===== src/rtl/pf_pkg.sv =====
// ----------------------------------------------------------------------------
// pf_pkg
// Types, constants and helper functions shared by the Playfair encryptor.
// ----------------------------------------------------------------------------
package pf_pkg;

    localparam int LETTER_W = 5;
    localparam int CELLS    = 25;
    localparam int LETTERS  = 26;

    typedef logic [LETTER_W-1:0] t_letter;   // 0 = A .. 25 = Z
    typedef logic [LETTER_W-1:0] t_cell;     // 0 .. 24, row major
    typedef logic [2:0]          t_coord;    // row or column, 0 .. 4

    localparam t_letter LETTER_I = 5'd8;
    localparam t_letter LETTER_J = 5'd9;
    localparam t_letter LETTER_X = 5'd23;
    localparam t_coord  SIDE_LAST = 3'd4;

    localparam logic [7:0] ASCII_A = 8'd65;
    localparam logic [7:0] ASCII_Z = 8'd90;
    localparam logic [6:0] OUT_A   = 7'd65;

    typedef enum logic [1:0] {
        OP_KEY      = 2'd0,
        OP_KEY_DONE = 2'd1,
        OP_TEXT     = 2'd2,
        OP_TEXT_END = 2'd3
    } t_op;

    typedef enum logic [2:0] {
        ST_IDLE,
        ST_FILL,
        ST_LA,
        ST_LB,
        ST_LW,
        ST_CELL,
        ST_EMIT,
        ST_ERR
    } t_state;

    function automatic logic is_upper(input logic [7:0] c);
        return (c >= ASCII_A) && (c <= ASCII_Z);
    endfunction

    // whitespace and punctuation are silently dropped from the text
    function automatic logic is_dropped(input logic [7:0] c);
        logic d;
        d = ((c >= 8'd9) && (c <= 8'd13)) || (c == 8'd32)
            || ((c >= 8'd33) && (c <= 8'd47))
            || ((c >= 8'd58) && (c <= 8'd64))
            || ((c >= 8'd91) && (c <= 8'd96))
            || ((c >= 8'd123) && (c <= 8'd126));
        return d;
    endfunction

    // letter index with J folded onto I
    function automatic t_letter to_letter(input logic [7:0] c);
        logic [7:0] d;
        t_letter    l;
        d = c - ASCII_A;
        l = d[LETTER_W-1:0];
        if (l == LETTER_J) begin
            l = LETTER_I;
        end
        return l;
    endfunction

    function automatic t_coord cell_row(input t_cell p);
        t_coord r;
        if (p >= 5'd20) begin
            r = 3'd4;
        end else if (p >= 5'd15) begin
            r = 3'd3;
        end else if (p >= 5'd10) begin
            r = 3'd2;
        end else if (p >= 5'd5) begin
            r = 3'd1;
        end else begin
            r = 3'd0;
        end
        return r;
    endfunction

    function automatic t_coord cell_col(input t_cell p);
        t_coord r;
        t_cell  d;
        r = cell_row(p);
        d = p - {r, 2'b00} - {2'b00, r};
        return d[2:0];
    endfunction

    function automatic t_cell cell_index(input t_coord r, input t_coord c);
        return {r, 2'b00} + {2'b00, r} + {2'b00, c};
    endfunction

endpackage


===== src/rtl/pf_stream_if.sv =====
// ----------------------------------------------------------------------------
// pf_in_if / pf_out_if
// Valid/ready channels for the command stream and the cipher letter stream.
// ----------------------------------------------------------------------------
interface pf_in_if;
    logic       valid;
    logic       ready;
    logic [1:0] opcode;
    logic [7:0] char_code;

    modport source (output valid, output opcode, output char_code, input ready);
    modport sink   (input valid, input opcode, input char_code, output ready);
endinterface

interface pf_out_if;
    logic       valid;
    logic       ready;
    logic [6:0] cipher_char;
    logic       last;
    logic       status;

    modport source (output valid, output cipher_char, output last, output status,
                    input ready);
    modport sink   (input valid, input cipher_char, input last, input status,
                    output ready);
endinterface


===== src/rtl/playfair_digraph_encrypt.sv =====
// ----------------------------------------------------------------------------
// playfair_digraph_encrypt
// Playfair encryptor with key square build, letter pairing and X padding.
// ----------------------------------------------------------------------------
// The square and the letter-to-cell table live in two small RAMs with a
// registered read; one cell-rule unit is reused for both letters of a pair.
// A key byte is handled in ST_IDLE. A key-done beat sweeps the alphabet one letter
// per cycle, and the block takes no beat meanwhile. A text byte that opens a
// pair or is dropped is handled in ST_IDLE; a rejected byte then passes through
// ST_ERR, which waits for a free output slot. The second letter of a pair, or
// a text end that pads with X, runs two table reads, then a rule pass, square
// read and output load for each cipher letter, and waits while output stalls.
// A result waiting in the output register does not block new input beats.
// ----------------------------------------------------------------------------
module playfair_digraph_encrypt (
    input logic      i_clk,
    input logic      i_rst_n,
    pf_in_if.sink    i_in,
    pf_out_if.source o_out
);
    import pf_pkg::*;

    t_state              r_state, n_state;
    logic [LETTERS-1:0]  r_used, n_used;
    t_cell               r_fill, n_fill;
    t_letter             r_scan, n_scan;
    logic                r_sq_ready, n_sq_ready;
    t_letter             r_pend, n_pend;
    logic                r_pend_v, n_pend_v;
    t_letter             r_b, n_b;
    t_cell               r_pa, n_pa;
    t_cell               r_pb, n_pb;
    logic                r_second, n_second;
    logic                r_out_valid, n_out_valid;
    logic [6:0]          r_out_char, n_out_char;
    logic                r_out_last, n_out_last;
    logic                r_out_status, n_out_status;

    logic    in_fire;
    logic    slot_free;
    logic    in_upper;
    logic    in_dropped;
    t_letter in_letter;
    logic    place_en;
    logic    do_place;
    t_letter place_idx;
    t_letter lp_raddr;
    t_cell   lp_rdata;
    t_letter sq_rdata;
    t_cell   rule_own, rule_other, rule_cell;

    assign i_in.ready = (r_state == ST_IDLE);
    assign in_fire    = i_in.valid && i_in.ready;
    assign slot_free  = !r_out_valid || o_out.ready;
    assign in_upper   = is_upper(i_in.char_code);
    assign in_dropped = is_dropped(i_in.char_code);
    assign in_letter  = to_letter(i_in.char_code);

    // key letters and the key-done sweep share one placement path
    assign place_idx = (r_state == ST_FILL) ? r_scan : in_letter;
    assign place_en  = (r_state == ST_FILL)
                       || (in_fire && (i_in.opcode == OP_KEY) && !r_sq_ready && in_upper);
    assign do_place  = place_en && (place_idx != LETTER_J) && !r_used[place_idx]
                       && (r_fill < t_cell'(CELLS));

    assign lp_raddr   = (r_state == ST_LA) ? r_pend : r_b;
    assign rule_own   = r_second ? r_pb : r_pa;
    assign rule_other = r_second ? r_pa : r_pb;

    pf_ram #(
        .DATA_W (LETTER_W),
        .DEPTH  (CELLS)
    ) u_square (
        .i_clk   (i_clk),
        .i_we    (do_place),
        .i_waddr (r_fill),
        .i_wdata (place_idx),
        .i_raddr (rule_cell),
        .o_rdata (sq_rdata)
    );

    pf_ram #(
        .DATA_W (LETTER_W),
        .DEPTH  (LETTERS)
    ) u_place (
        .i_clk   (i_clk),
        .i_we    (do_place),
        .i_waddr (place_idx),
        .i_wdata (r_fill),
        .i_raddr (lp_raddr),
        .o_rdata (lp_rdata)
    );

    pf_rule u_rule (
        .i_own   (rule_own),
        .i_other (rule_other),
        .o_cell  (rule_cell)
    );

    // next state
    always_comb begin
        n_state = r_state;
        unique case (r_state)
            ST_IDLE: begin
                if (in_fire) begin
                    unique case (t_op'(i_in.opcode))
                        OP_KEY_DONE: begin
                            if (!r_sq_ready) begin
                                n_state = ST_FILL;
                            end
                        end
                        OP_TEXT: begin
                            if (!in_dropped) begin
                                if (!in_upper || !r_sq_ready) begin
                                    n_state = ST_ERR;
                                end else if (r_pend_v) begin
                                    n_state = ST_LA;
                                end
                            end
                        end
                        OP_TEXT_END: begin
                            if (r_pend_v && r_sq_ready) begin
                                n_state = ST_LA;
                            end
                        end
                        default: n_state = ST_IDLE;
                    endcase
                end
            end
            ST_FILL: begin
                if (r_scan == t_letter'(LETTERS - 1)) begin
                    n_state = ST_IDLE;
                end
            end
            ST_LA:   n_state = ST_LB;
            ST_LB:   n_state = ST_LW;
            ST_LW:   n_state = ST_CELL;
            ST_CELL: n_state = ST_EMIT;
            ST_EMIT: begin
                if (slot_free) begin
                    n_state = r_second ? ST_IDLE : ST_CELL;
                end
            end
            ST_ERR: begin
                if (slot_free) begin
                    n_state = ST_IDLE;
                end
            end
            default: n_state = ST_IDLE;
        endcase
    end

    // datapath and outputs
    always_comb begin
        n_used       = r_used;
        n_fill       = r_fill;
        n_scan       = r_scan;
        n_sq_ready   = r_sq_ready;
        n_pend       = r_pend;
        n_pend_v     = r_pend_v;
        n_b          = r_b;
        n_pa         = r_pa;
        n_pb         = r_pb;
        n_second     = r_second;
        n_out_valid  = r_out_valid && !o_out.ready;
        n_out_char   = r_out_char;
        n_out_last   = r_out_last;
        n_out_status = r_out_status;

        if (do_place) begin
            n_used[place_idx] = 1'b1;
            n_fill            = r_fill + t_cell'(1);
        end

        unique case (r_state)
            ST_IDLE: begin
                if (in_fire) begin
                    unique case (t_op'(i_in.opcode))
                        OP_KEY_DONE: n_scan = '0;
                        OP_TEXT: begin
                            if (!in_dropped && in_upper && r_sq_ready) begin
                                if (!r_pend_v) begin
                                    n_pend   = in_letter;
                                    n_pend_v = 1'b1;
                                end else begin
                                    n_b      = in_letter;
                                    n_pend_v = 1'b0;
                                    n_second = 1'b0;
                                end
                            end
                        end
                        OP_TEXT_END: begin
                            n_b      = LETTER_X;
                            n_pend_v = 1'b0;
                            n_second = 1'b0;
                        end
                        default: n_scan = r_scan;
                    endcase
                end
            end
            ST_FILL: begin
                n_scan = r_scan + t_letter'(1);
                if (r_scan == t_letter'(LETTERS - 1)) begin
                    n_sq_ready = 1'b1;
                end
            end
            ST_LB: n_pa = lp_rdata;
            ST_LW: n_pb = lp_rdata;
            ST_EMIT: begin
                if (slot_free) begin
                    n_out_valid  = 1'b1;
                    n_out_char   = OUT_A + {2'b00, sq_rdata};
                    n_out_last   = r_second;
                    n_out_status = 1'b0;
                    n_second     = 1'b1;
                end
            end
            ST_ERR: begin
                if (slot_free) begin
                    n_out_valid  = 1'b1;
                    n_out_char   = '0;
                    n_out_last   = 1'b1;
                    n_out_status = 1'b1;
                end
            end
            default: n_second = r_second;
        endcase
    end

    always_ff @(posedge i_clk) begin
        if (!i_rst_n) begin
            r_state     <= ST_IDLE;
            r_used      <= '0;
            r_fill      <= '0;
            r_sq_ready  <= 1'b0;
            r_pend_v    <= 1'b0;
            r_second    <= 1'b0;
            r_out_valid <= 1'b0;
        end else begin
            r_state     <= n_state;
            r_used      <= n_used;
            r_fill      <= n_fill;
            r_sq_ready  <= n_sq_ready;
            r_pend_v    <= n_pend_v;
            r_second    <= n_second;
            r_out_valid <= n_out_valid;
        end
    end

    always_ff @(posedge i_clk) begin
        r_scan       <= n_scan;
        r_pend       <= n_pend;
        r_b          <= n_b;
        r_pa         <= n_pa;
        r_pb         <= n_pb;
        r_out_char   <= n_out_char;
        r_out_last   <= n_out_last;
        r_out_status <= n_out_status;
    end

    assign o_out.valid       = r_out_valid;
    assign o_out.cipher_char = r_out_char;
    assign o_out.last        = r_out_last;
    assign o_out.status      = r_out_status;

`ifndef SYNTHESIS
    a_fill_bound: assert property (@(posedge i_clk) disable iff (!i_rst_n)
        r_fill <= t_cell'(CELLS))
        else $error("fill count beyond square size");

    a_ready_full: assert property (@(posedge i_clk) disable iff (!i_rst_n)
        r_sq_ready |-> (r_fill == t_cell'(CELLS)))
        else $error("square marked ready while not full");

    a_pend_ready: assert property (@(posedge i_clk) disable iff (!i_rst_n)
        r_pend_v |-> r_sq_ready)
        else $error("pending letter without a finished square");

    a_pair_order: assert property (@(posedge i_clk) disable iff (!i_rst_n)
        (r_out_valid && !r_out_last) |-> (r_second && (r_state == ST_CELL
            || r_state == ST_EMIT)))
        else $error("first cipher letter not followed by second");

    a_err_zero: assert property (@(posedge i_clk) disable iff (!i_rst_n)
        (r_out_valid && r_out_status) |-> (r_out_char == '0) && r_out_last)
        else $error("error beat carries a letter");
`endif

endmodule


===== src/rtl/pf_ram.sv =====
// ----------------------------------------------------------------------------
// pf_ram
// Generic single write port, single read port RAM with registered read data.
// ----------------------------------------------------------------------------
module pf_ram #(
    parameter int DATA_W = pf_pkg::LETTER_W,
    parameter int DEPTH  = pf_pkg::LETTERS
) (
    input  logic                     i_clk,
    input  logic                     i_we,
    input  logic [$clog2(DEPTH)-1:0] i_waddr,
    input  logic [DATA_W-1:0]        i_wdata,
    input  logic [$clog2(DEPTH)-1:0] i_raddr,
    output logic [DATA_W-1:0]        o_rdata
);
    logic [DATA_W-1:0] r_mem [DEPTH];
    logic [DATA_W-1:0] r_rdata;

    always_ff @(posedge i_clk) begin
        if (i_we) begin
            r_mem[i_waddr] <= i_wdata;
        end
        r_rdata <= r_mem[i_raddr];
    end

    assign o_rdata = r_rdata;

endmodule


===== src/rtl/pf_rule.sv =====
// ----------------------------------------------------------------------------
// pf_rule
// Playfair cell rule: maps one letter's cell to its cipher cell, given the
// cell of the other letter of the pair. Used once per output letter.
// ----------------------------------------------------------------------------
module pf_rule (
    input  pf_pkg::t_cell i_own,
    input  pf_pkg::t_cell i_other,
    output pf_pkg::t_cell o_cell
);
    import pf_pkg::*;

    t_coord own_r, own_c, oth_r, oth_c;
    t_coord res_r, res_c;

    always_comb begin
        own_r = cell_row(i_own);
        own_c = cell_col(i_own);
        oth_r = cell_row(i_other);
        oth_c = cell_col(i_other);
        if (own_r == oth_r) begin
            // same row: step right with wrap
            res_r = own_r;
            res_c = (own_c == SIDE_LAST) ? 3'd0 : own_c + 3'd1;
        end else if (own_c == oth_c) begin
            // same column: step down with wrap
            res_r = (own_r == SIDE_LAST) ? 3'd0 : own_r + 3'd1;
            res_c = own_c;
        end else begin
            // rectangle: keep row, take the other column
            res_r = own_r;
            res_c = oth_c;
        end
    end

    assign o_cell = cell_index(res_r, res_c);

endmodule


===== src/flat_wrapper.sv =====
// flat-port wrapper written by rule: the top's interface ports become plain ports
module playfair_digraph_encrypt_flat import pf_pkg::*;
  (i_clk, i_rst_n, i_in_valid, i_in_opcode, i_in_char_code, i_in_ready, o_out_valid, o_out_cipher_char, o_out_last, o_out_status, o_out_ready);
  pf_in_if i_in_i ();
  pf_out_if o_out_i ();
  input logic i_clk;
  input logic i_rst_n;
  input wire logic [$bits(i_in_i.valid)-1:0] i_in_valid;
  input wire logic [$bits(i_in_i.opcode)-1:0] i_in_opcode;
  input wire logic [$bits(i_in_i.char_code)-1:0] i_in_char_code;
  output wire logic [$bits(i_in_i.ready)-1:0] i_in_ready;
  output wire logic [$bits(o_out_i.valid)-1:0] o_out_valid;
  output wire logic [$bits(o_out_i.cipher_char)-1:0] o_out_cipher_char;
  output wire logic [$bits(o_out_i.last)-1:0] o_out_last;
  output wire logic [$bits(o_out_i.status)-1:0] o_out_status;
  input wire logic [$bits(o_out_i.ready)-1:0] o_out_ready;
  assign i_in_i.valid = i_in_valid;
  assign i_in_i.opcode = i_in_opcode;
  assign i_in_i.char_code = i_in_char_code;
  assign i_in_ready = i_in_i.ready;
  assign o_out_valid = o_out_i.valid;
  assign o_out_cipher_char = o_out_i.cipher_char;
  assign o_out_last = o_out_i.last;
  assign o_out_status = o_out_i.status;
  assign o_out_i.ready = o_out_ready;
  playfair_digraph_encrypt u_core (.i_clk(i_clk), .i_rst_n(i_rst_n), .i_in(i_in_i), .o_out(o_out_i));
endmodule

===== config.mk =====
export PLATFORM = sky130hd
export DESIGN_NAME = playfair_digraph_encrypt_flat
export DESIGN_NICKNAME = d
export VERILOG_FILES = /design/src/rtl/pf_pkg.sv /design/src/rtl/pf_stream_if.sv /design/src/rtl/playfair_digraph_encrypt.sv /design/src/rtl/pf_ram.sv /design/src/rtl/pf_rule.sv /design/src/flat_wrapper.sv
export SDC_FILE = /design/constraint.sdc
export NUM_CORES = 1
export LEC_CHECK = 0
export BUFFER_PORTS_ARGS = -buffer_cell sky130_fd_sc_hd__buf_4
export CORE_MARGIN = 3
export CORE_UTILIZATION = 37
export CTS_CLUSTER_SIZE = 10
export DETAILED_ROUTE_END_ITERATION = 12
export GPL_TIMING_DRIVEN = 0
export HOLD_SLACK_MARGIN = 0.05
export PLACE_DENSITY = 0.56
export SLEW_MARGIN = 20
export SYNTH_ARGS = -nofsm -noshare
export SYNTH_HDL_FRONTEND = slang
export SYNTH_SLANG_ARGS = --single-unit
export TNS_END_PERCENT = 5

===== constraint.sdc =====
create_clock -name i_clk -period 12.98 [get_ports i_clk]
set_input_delay 3.894 -clock i_clk [delete_from_list [all_inputs] [get_ports i_clk]]
set_output_delay 3.894 -clock i_clk [all_outputs]
set_load 0.05 [all_outputs]

-- After elaboration in Yosys (flattened, before gate mapping)
Memories as Yosys holds them, arrays and structs flattened. A register that Yosys moved wholly into a read port is not among the register bits.
Cells that the tools add are included.
- register bits after elaboration: 72
- latch bits: 0
- bits in writable memories: 255
- ROM bits: 0
- input bits: 14
- output and inout port bits: 11
- word-level logic and storage cells: 194
- memories: 2
- memory list (memory ; words ; width ; rd ports ; clocked after Yosys merged registers in ; write ports ; line ; RTL):
    u_core.u_place.r_mem ; 26 ; 5 ; 1 ; 1 ; 1 ; pf_ram.sv:16 ; logic [DATA_W-1:0] r_mem [DEPTH];
    u_core.u_square.r_mem ; 25 ; 5 ; 1 ; 1 ; 1 ; pf_ram.sv:16 ;
- add/sub/neg operators: 12
- multipliers: 0
- divide/modulo/power cells: 0
- $lt $le $gt $ge: 23
- eq/ne operators: 32
- shifts and indexed selects: 0
- muxes and demuxes: 61
- bitwise logic cells: 2
- reductions and logical operators: 47
- operators by type and width (cell ; number):
    $mux 3 ; 18
    $mux 5 ; 9
    $le 8x7->1 const B ; 4
    $or 26x26->26 ; 1
    $ge 8x7->1 const B ; 3
    $pmux 3 s8 ; 1
    $ge 5x4->1 const B ; 4
    $pmux 5 s2 ; 2
    $eq 3x3->1 const B ; 6
    $logic_and 1x1->1 ; 18
    $ne 3x3->1 const B ; 6
    $ge 8x6->1 const B ; 2
    $mux 1 ; 16
    $mux 7 ; 2
    $pmux 7 s2 ; 1
    $sub 3x3->3 ; 4
    $add 5x1->5 const B ; 2
    $add 5x3->5 ; 2
    $ge 5x3->1 const B ; 2
    $ge 5x5->1 const B ; 2
    $pmux 1 s2 ; 5
    $reduce_and 5->1 ; 2
    $pmux 3 s3 ; 1
    $eq 8x6->1 const B ; 1
    other kinds (35) ; 63

-- Depth between registers and ports, before layout
- depth in word-level cells: 14
- mapped depth: 25
- depth with buffers taken out: 22

-- Hierarchy
Synthesis repeated with hierarchy kept, for this count alone.
- cell total of the unflattened synthesis: 1068
- area total of the unflattened synthesis: 15060.7 sq um
- modules (own cells, without submodules) (module ; times used ; cells an instance ; area an instance (sq um) ; sequential area each (sq um)):
    pf_ram (u_core.u_place) ; 1 ; 314 ; 5366.4 ; 4003.8
    pf_ram (u_core.u_square) ; 1 ; 272 ; 5078.6 ; 3853.7
    playfair_digraph_encrypt ; 1 ; 389 ; 3848.7 ; 1781.7
    pf_rule ; 1 ; 93 ; 767.0 ; 0.0

-- Worst setup path after synthesis
No wires, ideal clock.
- path type: input-to-reg
- from: input port i_in_char_code[0]
- to: memory u_core.u_place.r_mem[24][0] in the netlist's numbering, enable pin
- setup time: 385 ps
- data arrival time: 7061 ps
- data required time: 12595 ps
- slack: 5535 ps
- stages: 13
- buffers on the path: 3
- cells stage by stage: clkbuf_1 > inv_1 > clkbuf_1 > ha_1 > nor4b_1 > a211oi_1 > a21boi_1 > a21oi_1 > inv_1 > a221oi_1 > o2111ai_1 > buf_2 > nor4_1
- longest elaborated chain between the ends: 11
- elaborated cells on any way between the ends: 18
- those cells by class: add/sub (1); order compare (2); eq/ne (2); mux (6); reduce/logical (7)
- RTL lines (element ; line ; RTL):
    start, declared ; flat_wrapper.sv:10 ; input wire logic [$bits(i_in_i.char_code)-1:0] i_in_char_code;
    $sub 5x1->5 ; pf_pkg.sv:61 ; d = c - ASCII_A;
    $eq 5x4->1 ; pf_pkg.sv:63 ; if (l == LETTER_J) begin
    $mux 5 ; pf_pkg.sv:63 ;
    $mux 5 ; playfair_digraph_encrypt.sv:60 ; assign place_idx = (r_state == ST_FILL) ? r_scan : in_letter;
    $bmux 1 s5 ; playfair_digraph_encrypt.sv:63 ; assign do_place = place_en && (place_idx != LETTER_J) && !r_used[place_idx]
    $mux 1 (implied by the code) ; playfair_digraph_encrypt.sv:63 ;
    $logic_not 1->1 ; playfair_digraph_encrypt.sv:63 ;
    $logic_and 1x1->1 ; playfair_digraph_encrypt.sv:63 ;
    $logic_and 1x1->1 ; playfair_digraph_encrypt.sv:64 ; && (r_fill < t_cell'(CELLS));
    $mux 1 ; pf_ram.sv:20 ; if (i_we) begin
    $mux 1 (implied by the code) ; pf_ram.sv:21 ; r_mem[i_waddr] <= i_wdata;
    end, declared ; pf_ram.sv:16 ;
Parallel ways exist; a longest one is shown, timed or not. The select of a mux whose other input is x is not followed.

-- Worst setup path in the final report
- from: input port i_in_char_code[0]
- to: memory u_core.u_square.r_mem[4][3] in the netlist's numbering, enable pin
- longest elaborated chain between the ends: 11
- elaborated cells on any way between the ends: 18
- those cells by class: add/sub (1); order compare (2); eq/ne (2); mux (6); reduce/logical (7)
- RTL lines (element ; line ; RTL):
    $sub 5x1->5 * ; pf_pkg.sv:61 ;
    $eq 5x4->1 ; pf_pkg.sv:63 ;
    $mux 5 * ; pf_pkg.sv:63 ;
    named net u_core.in_letter[2] ; playfair_digraph_encrypt.sv:43 ; t_letter in_letter;
    $mux 5 * ; playfair_digraph_encrypt.sv:60 ;
    named net u_core.place_idx[2] ; playfair_digraph_encrypt.sv:46 ; t_letter place_idx;
    $bmux 1 s5 ; playfair_digraph_encrypt.sv:63 ;
    $mux 1 (implied by the code) ; playfair_digraph_encrypt.sv:63 ;
    $logic_not 1->1 ; playfair_digraph_encrypt.sv:63 ;
    $logic_and 1x1->1 * ; playfair_digraph_encrypt.sv:63 ;
    $logic_and 1x1->1 * ; playfair_digraph_encrypt.sv:64 ;
    $mux 1 * ; pf_ram.sv:20 ;
    $mux 1 (implied by the code) * ; pf_ram.sv:21 ;
    end, declared ; pf_ram.sv:16 ;
The timed path passes the listed nets; every way through them passes the cells marked *. The select of a mux whose other input is x is not followed.

==> results_dict.tcl <==
set metrics [dict create \
    arrival_ns 8.85 \
    tritoncts "done" \
    grt_max_degree 33 \
    antenna_found_initial 0 \
    clkSlewWorstSetupHoldPaths_ns 0.05 \
    ctsResizeCount 0 \
    synthesis.area_um2 15190 \
    timing.final.crit_share_pct 66.77 \
    place_congestion 0.8737 \
    synth-edff-count 289 \
    setup_viol 0 \
    layout_commonest_cell "edfxtp_1" \
    synthFlopType "edfxtp_1" \
    drive_above_1_share_pct 17.56 \
    cp.required_ns 13.17 \
    drv_slew 0 \
    grt_usage_pct 15.75 \
    power_density_nw_per_um2 191.1 \
    clk_path_buf_depth 3 \
    final_nets 1122 \
    dp_hpwl_um 23630 \
    syn_area_per_cell_um2 15.01 \
    drt_first_pass_iters 5 \
    wl_met2_um 16410 \
    avgViaCountPerCell 5.494 \
    post-cts-setup-buffers 0 \
    ios 25 \
    drc 0 \
    drv_cap 0 \
    ys_seq_area_share_pct 63.47 \
    wl_met1_um 14860 \
    async_flop_share_pct 0 \
    cts_inserted_buffers 40 \
    max-slew-margin-rel_pct 28.18 \
    irDropWorstVdd_v 0.0001476 \
    cts_sinks 337 \
    synth_cell_type_count 81 \
    tightest_slew_ns 1.076 \
    ys_ff_latch 337 \
    die_w_um 208.6 \
    wl_met3_um 2130 \
    grt_overflow 0 \
    fp.dieH_um 208.6 \
    vias 8922 \
    hold_buffers 0 \
    rsz0062_at_grt "false" \
    path_class "in2reg" \
    fin_tns_setup_ns 0 \
    total_power_mw 3.296 \
    start_util_pct 37.88 \
    grt_pass1_vias 8843 \
    cts_root_buf "clkbuf_16" \
    wl_um 34430 \
    worstSkewPairLatency_ns 0.53 \
    hold_viol_final 0 \
    ant_nets 0 \
    min_period_ns 8.667 \
    status "finished, final reports clean" \
    rows 73 \
    leakage_nw 5.875 \
    coreArea_um2 40100 \
    max_freq_mhz 115.4 \
    top_layer "met4" \
    dr.first_iter.drc_count 798 \
    skew_ns 0.02017 \
    critPathLaunchType "primary input" \
    cts_max_level 2 \
    dieArea_um2 43510 \
    areaGrowthSynthToFinish_pct 13.59 \
    syn_inst 1012 \
    hold_class "reg2reg" \
    yosys_warnings 0 \
    grt_pass1_wl_um 53190 \
    io_buffers 22 \
    layout_common_cells "edfxtp_1, mux4_2, clkbuf_1" \
    wl_per_cell_um 21.20 \
    crit_path_max_fanout 28 \
    antenna_cells 0 \
    endpoint_kind "flop" \
]
## logic make-up (layout without fill, tap and decap cells)
group | Yosys count | in the layout | share of synthesized area, %
compound gates | 160 | 160 | 7.621
buf+inv | 91 | 174 | 2.414
other cells | 1 | 5 | 0.02469
simple gates | 248 | 248 | 8.758
fa+ha+maj | 27 | 27 | 2.414
mux | 132 | 132 | 14.38
xor+xnor | 16 | 16 | 0.9228
flops | 337 | 337 | 63.47
## where the power goes
group	internal (mW)	total, mW	switching [mW]
Clock	0.573	0.967	0.395
Sequential	1.24	1.27	0.0260
Combinational	0.467	1.06	0.594
## flip-flops by register name (all words and copies together) (netlist names), 3 cells and up
signal	cells
u_core.u_place.r_mem	130
u_core.u_square.r_mem	125
u_core.r_used	26
u_core.o_out.cipher_char	7
u_core.r_b	5
u_core.r_fill	5
u_core.r_pa	5
u_core.r_pb	5
u_core.r_pend	5
u_core.r_scan	5
u_core.u_place.o_rdata	5
u_core.u_square.o_rdata	5
u_core.r_state	3
## per-stage QoR
stage	setup WS [ns]	cell area, µm²	utilization, %	hold WS, ns	std cells
2_1_floorplan	5.535	15200	-	0.4037	1016
3_3_place_gp	3.578	16020	39.96	0.4080	1563
3_5_place_dp	3.899	16130	40.24	0.4295	1565
4_1_cts	4.428	17230	42.98	0.4392	1624
5_1_grt	3.980	17250	43.02	0.4508	1624
6_report	4.313	17250	43.02	0.4312	1624
## critical path: stages
cell and delay (ns):
buf_4 0.10, clkbuf_1 0.29, inv_1 0.11, clkbuf_1 0.28, ha_1 0.37, xnor2_1 0.36, inv_1 0.10, mux2i_1 0.30
inv_1 0.48, nand2b_1 0.30, nor2_1 0.17, a22oi_1 0.35, nand4_1 0.30, nor2_2 0.52, clkbuf_1 0.49, and3_1 0.43
## metal layers
layer / global-route usage [%] / vias up
met5: 0 / -
met4: 4.942 / 0
met3: 3.228 / 73
met2: 25.01 / 258
met1: 21.96 / 4447
li1: - / 4144
## synth_stat cells (3+ instances only)
| master | n | area share, % |
|---|---|---|
| edfxtp_1 | 289 | 57 |
| mux4_2 | 65 | 9.6 |
| nand2_1 | 52 | 1.3 |
| and3_1 | 50 | 2.1 |
| dfxtp_1 | 48 | 6.3 |
| mux2i_1 | 47 | 3.1 |
| clkbuf_1 | 41 | 1.0 |
| nor2_1 | 38 | 0.94 |
| o211ai_1 | 31 | 1.5 |
| inv_1 | 27 | 0.67 |
| nand3_1 | 26 | 0.86 |
| o21ai_0 | 26 | 0.86 |
| ha_1 | 22 | 1.8 |
| a21oi_1 | 21 | 0.69 |
| a32o_1 | 17 | 1.1 |
| mux2_2 | 15 | 1.1 |
| buf_2 | 13 | 0.43 |
| nor3_1 | 13 | 0.43 |
| o21a_1 | 11 | 0.54 |
| nor4_1 | 10 | 0.41 |
| and2_1 | 9 | 0.37 |
| nor2b_1 | 9 | 0.37 |
| nor3b_1 | 8 | 0.40 |
| xnor2_1 | 8 | 0.46 |
| xor2_1 | 8 | 0.46 |
| a31oi_1 | 7 | 0.29 |
| buf_1 | 7 | 0.17 |
| nand2b_1 | 7 | 0.29 |
| a211oi_1 | 6 | 0.30 |
| a22oi_1 | 5 | 0.25 |
| fa_1 | 4 | 0.53 |
| o31ai_1 | 4 | 0.20 |
| or3_1 | 4 | 0.16 |
| a21o_1 | 3 | 0.15 |
| nand3b_1 | 3 | 0.15 |
| nand4_1 | 3 | 0.12 |
| or4_1 | 3 | 0.15 |
## worst paths after layout
check | slack (ns) | endpoint | startpoint | cells after the start
worst min register to register | 0.43 | u_core.r_pb[2]$_DFFE_PP_ | u_core.u_place.o_rdata[2]$_DFF_P_ | 0
worst max-delay path | 4.31 | u_core.u_square.r_mem[4][3]$_DFFE_PP_ | i_in_char_code[0] | 16
worst max register to register | 6.29 | u_core.u_square.o_rdata[4]$_DFF_P_ | u_core.r_second$_SDFFE_PN0P_ | 23
worst min-delay path | 0.43 | u_core.r_pb[2]$_DFFE_PP_ | u_core.u_place.o_rdata[2]$_DFF_P_ | 0
## final cells by class
cell class              instances  area (µm²)
fillers                      3564       22850
well taps                     525       656.9
clock inverters                 2       12.51
flip-flops and latches        337        9642
plain buffers                  63       262.8
repair buffers                 24       212.7
multi-input cells             588        5273
clock buffers                  57        1086
inverters                      28       105.1
No activity file was read; power rests on OpenSTA's default activity.
